File: config.mk
export PLATFORM = sky130hd
export DESIGN_NAME = odi_front
export DESIGN_NICKNAME = d
export VERILOG_FILES = /design/src/design/odi_pkg.sv /design/src/design/odi_front.sv
export SDC_FILE = /design/constraint.sdc
export NUM_CORES = 2
export LEC_CHECK = 0
export BUFFER_PORTS_ARGS = -buffer_cell sky130_fd_sc_hd__buf_2
export CAP_MARGIN = 25
export CORE_ASPECT_RATIO = 1.2
export CORE_MARGIN = 2
export CORE_UTILIZATION = 33
export CTS_CLUSTER_SIZE = 16
export DETAILED_ROUTE_END_ITERATION = 10
export RECOVER_POWER = 25
export SLEW_MARGIN = 20
export SYNTH_ARGS = -nofsm -noshare
export SYNTH_HDL_FRONTEND = slang
export SYNTH_SLANG_ARGS = --single-unit
File: constraint.sdc
create_clock -name clk -period 53.6 [get_ports clk]
set_clock_uncertainty 0.05 [all_clocks]
set_input_delay 16.08 -clock clk [delete_from_list [all_inputs] [get_ports clk]]
set_output_delay 16.08 -clock clk [all_outputs]
set_load 0.01 [all_outputs]
File: src/design/odi_pkg.sv
// Shared types, constants and the arctangent table for the wheel odometry integrator.
// No dependencies; every other design file imports this package.
`timescale 1ns / 1ps
package odi_pkg;

  localparam int CORDIC_STEPS  = 16;
  localparam int POS_FRAC_BITS = 24;
  localparam int STEP_W        = (CORDIC_STEPS > 1) ? $clog2(CORDIC_STEPS) : 1;
  localparam int PROD_SHIFT    = 62 - POS_FRAC_BITS;
  localparam int PROD_W        = 98;
  localparam int CW            = 34;  // CORDIC datapath width
  localparam int QUEUE_DEPTH   = 2;
  localparam int QUEUE_AW      = $clog2(QUEUE_DEPTH);
  localparam logic [CW-1:0] CORDIC_K = CW'(652032874);

  localparam logic [2:0] REG_MPC   = 3'd0;
  localparam logic [2:0] REG_TPC   = 3'd1;
  localparam logic [2:0] REG_SPEED = 3'd2;
  localparam logic [2:0] REG_TURN  = 3'd3;
  localparam logic [2:0] REG_VOLTS = 3'd4;

  typedef struct packed {
    logic [31:0]        foreaft_count;
    logic [31:0]        yaw_count;
    logic signed [15:0] left_rate;
    logic signed [15:0] right_rate;
    logic signed [15:0] yaw_rate_raw;
    logic [15:0]        battery_count;
    logic               pose_valid;
    logic               rates_valid;
    logic               battery_valid;
  } odi_in_t;

  typedef struct packed {
    logic signed [31:0] pos_x;
    logic signed [31:0] pos_y;
    logic [15:0]        heading;
    logic signed [31:0] speed;
    logic signed [31:0] turn_rate;
    logic [31:0]        voltage;
    logic               pose_updated;
    logic               rates_updated;
    logic               power_updated;
  } odi_out_t;

  typedef struct packed {
    logic [31:0] meters_per_count;
    logic [31:0] turns_per_count;
    logic [15:0] speed_scale;
    logic [15:0] turn_rate_scale;
    logic [15:0] volts_scale;
  } odi_cfg_t;

  // classified request handed from front to back
  typedef struct packed {
    logic        pv;
    logic        rv;
    logic        bv;
    logic [31:0] dl;
    logic [31:0] dy;
    logic [31:0] speed;
    logic [31:0] turn_rate;
    logic [31:0] voltage;
  } odi_cmd_t;

  function automatic logic [31:0] atan_turns(input logic [4:0] i);
    logic [31:0] r;
    unique case (i)
      5'd0:  r = 32'h20000000;  5'd1:  r = 32'h12E4051E;
      5'd2:  r = 32'h09FB385B;  5'd3:  r = 32'h051111D4;
      5'd4:  r = 32'h028B0D43;  5'd5:  r = 32'h0145D7E1;
      5'd6:  r = 32'h00A2F61E;  5'd7:  r = 32'h00517C55;
      5'd8:  r = 32'h0028BE53;  5'd9:  r = 32'h00145F2F;
      5'd10: r = 32'h000A2F98;  5'd11: r = 32'h000517CC;
      5'd12: r = 32'h00028BE6;  5'd13: r = 32'h000145F3;
      5'd14: r = 32'h0000A2FA;  5'd15: r = 32'h0000517D;
      5'd16: r = 32'h000028BE;  5'd17: r = 32'h0000145F;
      5'd18: r = 32'h00000A30;  5'd19: r = 32'h00000518;
      5'd20: r = 32'h0000028C;  5'd21: r = 32'h00000146;
      5'd22: r = 32'h000000A3;  5'd23: r = 32'h00000051;
      5'd24: r = 32'h00000029;  5'd25: r = 32'h00000014;
      5'd26: r = 32'h0000000A;  5'd27: r = 32'h00000005;
      5'd28: r = 32'h00000003;  5'd29: r = 32'h00000001;
      5'd30: r = 32'h00000001;  5'd31: r = 32'h00000000;
      default: r = 32'h00000000;
    endcase
    return r;
  endfunction

endpackage

File: src/design/odi_front.sv
// Front end: accepts sensor frames, forms count deltas and the rate outputs.
// Depends on odi_pkg; feeds odi_queue.
`timescale 1ns / 1ps
module odi_front import odi_pkg::*; (
  input  logic     clk,
  input  logic     rst,
  input  odi_cfg_t cfg,
  input  logic     in_valid,
  output logic     in_ready,
  input  odi_in_t  in_data,
  output logic     push,
  output odi_cmd_t push_data,
  input  logic     full
);

  logic [31:0] last_foreaft;
  logic [31:0] last_yaw;
  logic        first_frame;
  logic [31:0] held_speed, held_turn, held_volts;

  logic signed [16:0] rate_sum;
  logic signed [33:0] speed_prod;
  logic signed [32:0] turn_prod;
  logic signed [33:0] turn_neg;
  logic [31:0]        volt_prod;

  assign in_ready = !full;
  assign push     = in_valid && !full;

  always_comb begin
    rate_sum   = 17'(in_data.left_rate) + 17'(in_data.right_rate);
    speed_prod = 34'(rate_sum) * 34'($signed({1'b0, cfg.speed_scale}));
    turn_prod  = 33'(in_data.yaw_rate_raw) * 33'($signed({1'b0, cfg.turn_rate_scale}));
    turn_neg   = -34'(turn_prod);
    volt_prod  = in_data.battery_count * cfg.volts_scale;

    push_data.pv = in_data.pose_valid;
    push_data.rv = in_data.rates_valid;
    push_data.bv = in_data.battery_valid;
    push_data.dl = first_frame ? 32'd0 : in_data.foreaft_count - last_foreaft;
    push_data.dy = first_frame ? 32'd0 : in_data.yaw_count - last_yaw;
    push_data.speed     = in_data.rates_valid ? speed_prod[32:1] : held_speed;
    push_data.turn_rate = in_data.rates_valid ? turn_neg[31:0] : held_turn;
    push_data.voltage   = in_data.battery_valid ? volt_prod : held_volts;
  end

  always_ff @(posedge clk) begin
    if (rst) begin
      first_frame  <= 1'b1;
      last_foreaft <= '0;
      last_yaw     <= '0;
      held_speed   <= '0;
      held_turn    <= '0;
      held_volts   <= '0;
    end else if (push) begin
      first_frame <= 1'b0;
      if (in_data.pose_valid) begin
        last_foreaft <= in_data.foreaft_count;
        last_yaw     <= in_data.yaw_count;
      end
      held_speed <= push_data.speed;
      held_turn  <= push_data.turn_rate;
      held_volts <= push_data.voltage;
    end
  end

endmodule

==> out/qor.csv <==
metric,value,unit
status,"complete, but fails checks",
failing checks,"max-capacitance violations, max-slew violations",
number of global-route vias before repair,32418,
Final Net Count,6095,
"commonest non-fill, non-tap cell in the layout",inv_1,
Bufs on Longest Clock Path,2,
Final Non-Filler Cells,6333,
antenna violations before repair,7,
critical path class,input port to primary output,
Die ar.,0.119,sq mm
"Reg clk slew, reported paths",0.07,ns
Period minus WS final,41.08,ns
worst endpoint data arrival time,24.95,ns
Ys Warns,0,
hold-fix buffers at CTS,0,
fin. max-slew vios,180,
Routability Congestion,0.873,
share of the synthesized area in the top cell type,34.7,%
cell mode on critical path,fa_1,
first-pass GRT wire length,174,mm
CTS tree,built,
cell type with the largest total area after synthesis,fa_1,
htree depth,4,
relative slew slack,-131,%
post-route ant nets,0,
Area contributors post-synth,"fa_1 (35%), ha_1 (13%), inv_1 (8.9%)",
maxcap violations,3,
met1 Track Usage GR,23.0,%
Synthesized Nets,5889,
Worst Path Max Fanout,24,
Slew @ Worst Pin,3.46,ns
most frequent cells in the layout,"inv_1 (911), nand2_1 (733), fa_1 (665), ha_1 (394), and2_1 (369)",
unrepaired setup endpoints after global routing,no,
Total GRT Usage,18.5,%
clk_lat worst skew,0.49,ns
setup TNS,0,ns
chip width,315,um
Core ar.,0.116,sq mm
multi-input logic area,0.0310,sq mm
mapped cell area,0.0384,sq mm
Final period util,76.6,%
sequential area share after synthesis,8.40,%
post-cts resize count,0,
Num CTS Buffers,17,
Util after Layout,36.4,%
number of synthesized flops with an enable pin,0,
first-pass iteration count of the detailed router,5,
HP Class,flip-flop to flip-flop,
"slowest stage delay, CP",0.83,ns
Synth async-reset ratio,0,%
effective utilization at floorplan,33.2,%
crit path capture type,primary output,
GR Util met3,4.10,%
aggregate global routing overflow,0,
R2R Setup Slk,52.34,ns
critical path launch point type,input port,
Setup Viol. Count Final,0,
"flops & latches, synth",161,
Area Overhead vs Synth,9.91,%
Die H,377,um
Hold Slack,0.401,ns
top_reg_cell synth,dfxtp_1,
Routed WL,107,mm
setup bufs post-CTS,0,
post-synthesis cell count,4583,
# DRC,0,
syn_area_per_cell,8.37,sq um
"Req. time, crit path",37.47,ns
DP HPWL,85.7,mm
Storage cell area,0.00322,sq mm
fmax,24.3,MHz
Ports,412,
gr busiest metal,met2,
row count,137,
placed instance count,6298,
largest net degree at the start of global routing,66,
met2 GRT Util,32.5,%
CTS Sinks,161,
DR vias/cell,4.86,
library cells used by synthesis,77,
Filler cells,12057,
Worst path slowest cell,fa_1,
layout cell share with drive strength beyond 1,11.0,%
Final Hold Violating Endpoints,0,
initial detailed-routing violation count,1319,
clk root buf,clkbuf_16,
WL/cell,16.9,um
Port Buffer Count,347,
via count,30766,
==> cell type report <==
class	count	area share, %
inverters	911	8.11
clock inverters	14	0.451
clock buffers	18	1.04
diodes	2	0.0119
repair buffers	372	4.55
well taps	1529	4.54
flip-flops and latches	161	7.65
multi-input cells	3326	73.6
==> worst max-delay path: cells and delay by family <==
family | cells | cell delay, ns
compound gates | 12 | 2.45
xor+xnor | 3 | 0.98
fa+ha+maj | 8 | 3.84
buf+inv | 6 | 0.59
simple gates | 5 | 0.97
==> kinds of logic (layout without fill, tap and decap cells) <==
group / count (synthesis) / after routing / share of synthesized area [%]
AO/OA/AOI/OAI: 543 / 543 / 8.87
XOR/XNOR: 186 / 186 / 4.25
adder cells (fa/ha/maj): 1059 / 1059 / 47.6
buffers and inverters: 1096 / 1315 / 10.8
flip-flops: 161 / 161 / 8.40
multiplexers: 83 / 83 / 2.42
other: 0 / 2 / 0
AND/OR/NAND/NOR: 1455 / 1455 / 17.7
==> routing by layer <==
layer | up-vias | wire length, um
met4 | 10 | 1860
met5 | - | 55
met3 | 130 | 7120
met1 | 15511 | 45100
li1 | 14415 | -
met2 | 700 | 52600
==> registers in the layout, summed over array words and instances (netlist names) <==
register,flops
held_speed,32
held_turn,32
held_volts,32
last_yaw,32
first_frame,1
last_foreaft,32
==> cell usage after synthesis (all sizes together) (51+ instances only) <==
cell,number
inv,911
nand2,734
fa,665
ha,394
and2,370
a21oi,272
nor2,167
clkbuf,163
dfxtp,161
xnor2,131
mux2,79
o21ai,75
xor2,55
a21o,54
nor2b,51
==> worst paths after layout <==
| kind | from | to | cells past startpoint |
|---|---|---|---|
| max | in_data[35] | push_data[95] | 34 |
| min | held_turn[27] | held_turn[27] | 2 |
| max reg2reg | first_frame | first_frame | 3 |
| min reg2reg | held_turn[27] | held_turn[27] | 2 |
==> through the flow <==
stage | instance area [sq um] | setup slack (ns)
2_1_floorplan | 38400 | 13.72
3_3_place_gp | 41500 | 12.52
3_5_place_dp | 41500 | 12.57
4_1_cts | 42200 | 12.50
5_1_grt | 42200 | 11.78
6_report | 42200 | 12.52
Power is not shown: default switching activity piles up to over one toggle a cycle in this logic, so the estimate is an artifact.
