==> config.mk <==
export PLATFORM = sky130hd
export DESIGN_NAME = odi_queue
export DESIGN_NICKNAME = d
export VERILOG_FILES = /design/src/design/odi_pkg.sv /design/src/design/odi_queue.sv
export SDC_FILE = /design/constraint.sdc
export NUM_CORES = 1
export LEC_CHECK = 0
export BUFFER_PORTS_ARGS = -buffer_cell sky130_fd_sc_hd__clkbuf_2
export CAP_MARGIN = 20
export CORE_UTILIZATION = 34
export CTS_CLUSTER_DIAMETER = 200
export DETAILED_ROUTE_END_ITERATION = 8
export PLACE_DENSITY = 0.53
export SYNTH_ARGS = -nofsm -noshare
export SYNTH_HDL_FRONTEND = slang
export SYNTH_SLANG_ARGS = --single-unit
==> constraint.sdc <==
create_clock -name clk -period 24 [get_ports clk]
set_clock_uncertainty 0.2 [all_clocks]
set_input_delay 4.8 -clock clk [delete_from_list [all_inputs] [get_ports clk]]
set_output_delay 4.8 -clock clk [all_outputs]
set_load 0.05 [all_outputs]
==> src/design/odi_pkg.sv <==
// Shared types, constants and the arctangent table for the wheel odometry integrator.
// No dependencies; every other design file imports this package.
`timescale 1ns / 1ps
package odi_pkg;

  localparam int CORDIC_STEPS  = 16;
  localparam int POS_FRAC_BITS = 24;
  localparam int STEP_W        = (CORDIC_STEPS > 1) ? $clog2(CORDIC_STEPS) : 1;
  localparam int PROD_SHIFT    = 62 - POS_FRAC_BITS;
  localparam int PROD_W        = 98;
  localparam int CW            = 34;  // CORDIC datapath width
  localparam int QUEUE_DEPTH   = 2;
  localparam int QUEUE_AW      = $clog2(QUEUE_DEPTH);
  localparam logic [CW-1:0] CORDIC_K = CW'(652032874);

  localparam logic [2:0] REG_MPC   = 3'd0;
  localparam logic [2:0] REG_TPC   = 3'd1;
  localparam logic [2:0] REG_SPEED = 3'd2;
  localparam logic [2:0] REG_TURN  = 3'd3;
  localparam logic [2:0] REG_VOLTS = 3'd4;

  typedef struct packed {
    logic [31:0]        foreaft_count;
    logic [31:0]        yaw_count;
    logic signed [15:0] left_rate;
    logic signed [15:0] right_rate;
    logic signed [15:0] yaw_rate_raw;
    logic [15:0]        battery_count;
    logic               pose_valid;
    logic               rates_valid;
    logic               battery_valid;
  } odi_in_t;

  typedef struct packed {
    logic signed [31:0] pos_x;
    logic signed [31:0] pos_y;
    logic [15:0]        heading;
    logic signed [31:0] speed;
    logic signed [31:0] turn_rate;
    logic [31:0]        voltage;
    logic               pose_updated;
    logic               rates_updated;
    logic               power_updated;
  } odi_out_t;

  typedef struct packed {
    logic [31:0] meters_per_count;
    logic [31:0] turns_per_count;
    logic [15:0] speed_scale;
    logic [15:0] turn_rate_scale;
    logic [15:0] volts_scale;
  } odi_cfg_t;

  // classified request handed from front to back
  typedef struct packed {
    logic        pv;
    logic        rv;
    logic        bv;
    logic [31:0] dl;
    logic [31:0] dy;
    logic [31:0] speed;
    logic [31:0] turn_rate;
    logic [31:0] voltage;
  } odi_cmd_t;

  function automatic logic [31:0] atan_turns(input logic [4:0] i);
    logic [31:0] r;
    unique case (i)
      5'd0:  r = 32'h20000000;  5'd1:  r = 32'h12E4051E;
      5'd2:  r = 32'h09FB385B;  5'd3:  r = 32'h051111D4;
      5'd4:  r = 32'h028B0D43;  5'd5:  r = 32'h0145D7E1;
      5'd6:  r = 32'h00A2F61E;  5'd7:  r = 32'h00517C55;
      5'd8:  r = 32'h0028BE53;  5'd9:  r = 32'h00145F2F;
      5'd10: r = 32'h000A2F98;  5'd11: r = 32'h000517CC;
      5'd12: r = 32'h00028BE6;  5'd13: r = 32'h000145F3;
      5'd14: r = 32'h0000A2FA;  5'd15: r = 32'h0000517D;
      5'd16: r = 32'h000028BE;  5'd17: r = 32'h0000145F;
      5'd18: r = 32'h00000A30;  5'd19: r = 32'h00000518;
      5'd20: r = 32'h0000028C;  5'd21: r = 32'h00000146;
      5'd22: r = 32'h000000A3;  5'd23: r = 32'h00000051;
      5'd24: r = 32'h00000029;  5'd25: r = 32'h00000014;
      5'd26: r = 32'h0000000A;  5'd27: r = 32'h00000005;
      5'd28: r = 32'h00000003;  5'd29: r = 32'h00000001;
      5'd30: r = 32'h00000001;  5'd31: r = 32'h00000000;
      default: r = 32'h00000000;
    endcase
    return r;
  endfunction

endpackage

==> src/design/odi_queue.sv <==
// Short request queue between front and back.
// Depends on odi_pkg.
`timescale 1ns / 1ps
module odi_queue import odi_pkg::*; (
  input  logic     clk,
  input  logic     rst,
  input  logic     push,
  input  odi_cmd_t push_data,
  output logic     full,
  input  logic     pop,
  output logic     not_empty,
  output odi_cmd_t pop_data
);

  odi_cmd_t mem [QUEUE_DEPTH];
  logic [QUEUE_AW-1:0] wr_ptr, rd_ptr;
  logic [QUEUE_AW:0]   count;

  assign full      = (count == (QUEUE_AW+1)'(QUEUE_DEPTH));
  assign not_empty = (count != '0);
  assign pop_data  = mem[rd_ptr];

  always_ff @(posedge clk) begin
    if (push) mem[wr_ptr] <= push_data;
  end

  always_ff @(posedge clk) begin
    if (rst) begin
      wr_ptr <= '0;
      rd_ptr <= '0;
      count  <= '0;
    end else begin
      if (push) wr_ptr <= wr_ptr + 1'b1;
      if (pop)  rd_ptr <= rd_ptr + 1'b1;
      count <= count + (QUEUE_AW+1)'(push) - (QUEUE_AW+1)'(pop);
    end
  end

endmodule

==> flow_summary.toml, run 1 <==
[layout]
area_growth_pct = 26.9
fillers = 3181
diodes = 0
final_cells = 1375
nets = 1056
post-route-util = 0.438
design_area_um2 = 15600
final_layout_size_suffix_gt1_frac = 0.607

[floorplanning]
dieHeight_um = 192
dieArea_um2 = 36800
core_um2 = 35500
die_w_um = 192
start_util = 0.345
std_cell_rows = 69
io_pins = 332

[logic_synthesis]
synth.distinct_cells = 14
syn_area_per_cell_um2 = 23.2
synthTopCellsByArea = "edfxtp_1, mux2_4, mux2_2, buf_6, dfxtp_1"
synth_nets = 697
synth_area_leader_cell = "edfxtp_1"
yosys_warnings = 0
synth_area_um2 = 12300
yosysTopAreaCellShare = 0.799
synth_seq_cells = 331
synth_cells = 528
yosysSeqAreaShare = 0.807

[pwr]
total_power_uw = 1450
p_leak_uw = 0.00601
ir_worst_vdd_mv = 0.0659
powerDensity_nw_per_um2 = 93.0

[grt]
antenna_found_initial = 0
grt_max_degree = 67
grt_pass1_wl_um = 35700
grt_usage = 0.130
grt_pass1_vias = 6254
overflow = 0

[setup_path]
arrival_ns = 3.09
crit_chain = "buf_4 -> mux2_2 -> clkbuf_2"
r2r-start = "wr_ptr"
cp_max_fo = 57
crit_slowest_cell = "dfxtp_4"
cp_slowest_stage_delay_ns = 0.91
required_ns = 19.00
critical_path_class = "register to output pin"
start_kind = "register"
worstSetupEndpointType = "output pin"

[route]
wl_um = 24600
drtAntennaViolNets = 0
wl_per_cell_um = 17.9
drc = 0
drtIter0Drc = 194
via_per_inst = 4.42
drt_first_pass_iters = 4
num_vias = 6076

[sta]
setup-violations-final = 0
timing_max_transition_violations_final = 0
fin_crit_ns = 8.09
slew_headroom = 0.305
maxClockFrequency_mhz = 124
rsz0062_at_grt = "no"
final-hold-violation-count = 0
worst_pin_slew_ns = 1.04
finalCritPeriodShare = 0.337
tns_ns = 0

[clock_tree]
cts_setup_buffers = 0
clock-sinks = 331
holdBufCountCts = 0
root_buffer = "clkbuf_16"
tritoncts = "yes"
clk_path_buf_depth = 3
numCtsBuffers = 37
cts.clk_slew.worst_paths_ns = 0.06
cts.htree.levels = 2
cts_resized = 0
clkLatencyLatePin_ns = 0.51

[run]
maxCapViolCount = 0

[worst_hold_path]
holdCritStartpoint = "rd_ptr"
hold_path_class = "register to register"

[place]
port_buffers = 331
dp_cells = 1309
gp_congestion = 0.725
postPlaceCellArea_um2 = 14400
dp_hpwl_um = 16100

[run_status]
outcome = "finished, final reports clean"
## routing by layer
| layer | GRT usage | part of all wire |
|---|---|---|
| met1 | 0.154 | 0.40 |
| met2 | 0.210 | 0.47 |
| met3 | 0.0534 | 0.11 |
| met4 | 0.0488 | 0.025 |
| met5 | 0 | 0 |
## critical path, delay by kind of cell, from the launching register on
family | cells | cell delay (ns)
DFF | 1 | 0.91
muxes | 1 | 0.43
buffers and inverters | 2 | 1.14
## final cells by class
cell class / count / area (um2) / area share
inverters: 2 / 7.51 / 0.000483
repair buffers: 338 / 1730 / 0.111
well taps: 461 / 577 / 0.0371
clock inverters: 12 / 65.1 / 0.00418
clock buffers: 54 / 1060 / 0.0683
multi-input cells: 177 / 2220 / 0.143
flip-flops and latches: 331 / 9890 / 0.636
## stage by stage
step | worst slack, ns | hold WS [ns]
4_1_cts | 15.79 | 0.353
2_1_floorplan | 11.25 | 0.280
3_3_place_gp | 16.37 | 0.305
6_report | 15.91 | 0.350
3_5_place_dp | 16.34 | 0.339
5_1_grt | 15.70 | 0.393
## state kept, by name, summed over array words and instances, names as in the netlist, named ones only
name	count
mem	326
count	2
rd_ptr	1
wr_ptr	1
## cells in the mapped netlist
library cell,number
buf_2,9
or2_2,1
mux2_2,93
ha_1,2
mux2_4,70
xnor2_1,2
nor2b_1,3
nor2_1,4
inv_1,2
buf_6,9
and2_1,1
xnor3_1,1
edfxtp_1,326
dfxtp_1,5
## worst paths after layout
path	endpoint	slack, ns	cells after the start
worst min register to register	register	0.35	2
worst max-delay path	pop_data[23]	15.91	3
worst max register to register	mem[1][105]	21.61	2
worst min-delay path	register	0.35	2
## layout by cell type (no fill, tap or decap), types with 2 or more instances in the layout
master       n
mux2_2      93
clkinv_2     5
buf_4        6
clkinv_1     4
clkbuf_16   39
xnor2_1      2
nor2_1       4
ha_1         2
edfxtp_1   326
dfxtp_1      4
clkbuf_2   331
inv_1        2
nor2b_1      2
mux2_4      70
clkbuf_8     3
clkbuf_1    12
## kinds of logic after synthesis
logic type,after synthesis,synth area share
XOR/XNOR,3,0.00327
adder cells (fa/ha/maj),2,0.00204
buffers and inverters,20,0.0126
flip-flops,331,0.807
multiplexers,163,0.171
AND/OR/NAND/NOR,9,0.00378
## power breakdown
part / total, uW / switching, uW / leakage, uW / internal, uW
clock network: 516 / 209 / 0.000551 / 307
registers: 688 / 11.8 / 0.00310 / 676
logic: 242 / 170 / 0.00236 / 72.0
total: 1450 / 391 / 0.00601 / 1050
Note: power is estimated with default switching activity, not from simulation.
==> run 2: changes to the inputs <==
Clock period 24 ns to 7.8 ns, I/O delays scaled along.
==> run 2 against run 1 <==
  * Worst setup slack got worse by 12 ns
  * Worst hold slack got worse by 0.026 ns
  * Global-route usage barely moved
  * Wire length fell by 0.33%
  * Non-clock buffer count fell by 1
  * Clock power rose to 3.2 times the previous value
  * Critical endpoint is now pop_data[77]
==> flow_summary.toml, run 2 (same netlist as run 1, synthesis figures left out) <==
[setup_path]
cp_slowest_stage_delay_ns = 0.72
crit_chain = "buf_4 -> mux2_2 -> clkbuf_2"
arrival_ns = 2.53
crit_slowest_cell = "buf_4"
worstSetupEndpointType = "output pin"
r2r_setup_slack_ns = 5.39
start_kind = "register"
required_ns = 6.04
cp_max_fo = 65
critical_path_class = "register to output pin"

[sta]
maxClockFrequency_mhz = 233
rsz0062_at_grt = "no"
timing_max_transition_violations_final = 0
worst_pin_slew_ns = 0.962
tns_ns = 0
slew_headroom = 0.359
final-hold-violation-count = 0
fin_crit_ns = 4.29
setup-violations-final = 0
finalCritPeriodShare = 0.550

[clock_tree]
cts_setup_buffers = 0
clock-sinks = 331
holdBufCountCts = 0
root_buffer = "clkbuf_16"
cts.htree.levels = 2
clk_path_buf_depth = 3
clkLatencyLatePin_ns = 0.51
numCtsBuffers = 36
cts_resized = 0
cts.clk_slew.worst_paths_ns = 0.06
tritoncts = "yes"

[floorplanning]
io_pins = 332
dieHeight_um = 192
die_w_um = 192
start_util = 0.345
std_cell_rows = 69
dieArea_um2 = 36800
core_um2 = 35500

[run]
maxCapViolCount = 0

[layout]
final_layout_size_suffix_gt1_frac = 0.602
final_cells = 1374
design_area_um2 = 15600
nets = 1054
largest_reg_flops = 326
area_growth_pct = 27.0
diodes = 0
final_common_cell = "clkbuf_2"
regMostFlops = "mem"
final_cell_mix = "clkbuf_2, edfxtp_1, mux2_2"
post-route-util = 0.438
top_regs = "mem (326), count (2)"

[route]
wl_um = 24500
via_per_inst = 4.43
drt_first_pass_iters = 6
drtAntennaViolNets = 0
wl_per_cell_um = 17.9
num_vias = 6085
drtIter0Drc = 270
drc = 0

[grt]
grt_pass1_vias = 6170
grt_usage = 0.129
overflow = 0
grt_max_degree = 100
grt_pass1_wl_um = 35700
antenna_found_initial = 0

[pwr]
ir_worst_vdd_mv = 0.164
powerDensity_nw_per_um2 = 288
total_power_uw = 4490
p_leak_uw = 0.00600

[place]
gp_congestion = 0.700
postPlaceCellArea_um2 = 14400
port_buffers = 331
dp_hpwl_um = 16000
dp_cells = 1308

[worst_hold_path]
hold_path_class = "register to register"

[run_status]
outcome = "finished, final reports clean"
[run 2: cell count changes in the layout (fill, tap and decap cells not counted), sizes merged]
cell,change
clkbuf,-6
bufinv,+3
clkinv,+1
inv,+1
buf,-1
clkinvlp,+1
[run 2: layout make-up]
| type | instances | area (um2) |
|---|---|---|
| fill | 3239 | 19900 |
| sequential | 331 | 9890 |
| multi-input combinational | 177 | 2220 |
| timing repair buffer | 337 | 1730 |
| clock buffer | 48 | 967 |
| tap | 461 | 577 |
| clock inverter | 18 | 166 |
| inverter | 2 | 7.51 |
[run 2: per-layer routing]
layer / track usage / up-vias / share of wire
met5: 0 / - / 0
met1: 0.157 / 2995 / 0.40
met3: 0.0492 / 39 / 0.097
met2: 0.210 / 232 / 0.48
li1: - / 2819 / -
met4: 0.0458 / 0 / 0.024
[run 2: report_power, final]
| group | internal [uW] | total [uW] | switching (uW) |
|---|---|---|---|
| Sequential | 2080 | 2110 | 26.3 |
| Combinational | 221 | 751 | 531 |
| Clock | 973 | 1630 | 656 |
| Total | 3270 | 4490 | 1210 |
[run 2: path summary, 6_finish.rpt]
kind	start	to	depth (start not counted)
max reg2reg	wr_ptr	mem[1][119]	2
min reg2reg	rd_ptr	register	2
min	rd_ptr	register	2
max	register	pop_data[77]	3
[run 2: through the flow]
step,hold slack (ns),worst slack [ns]
6_report,0.324,3.51
5_1_grt,0.358,3.35
4_1_cts,0.327,3.43
3_5_place_dp,0.302,3.99
3_3_place_gp,0.296,3.99
2_1_floorplan,0.280,1.35
[run 2: critical path: cells and delay by family (launching register included)]
family	cells	cell delay, ns
buffers and inverters	2	0.96
DFF	1	0.50
muxes	1	0.44
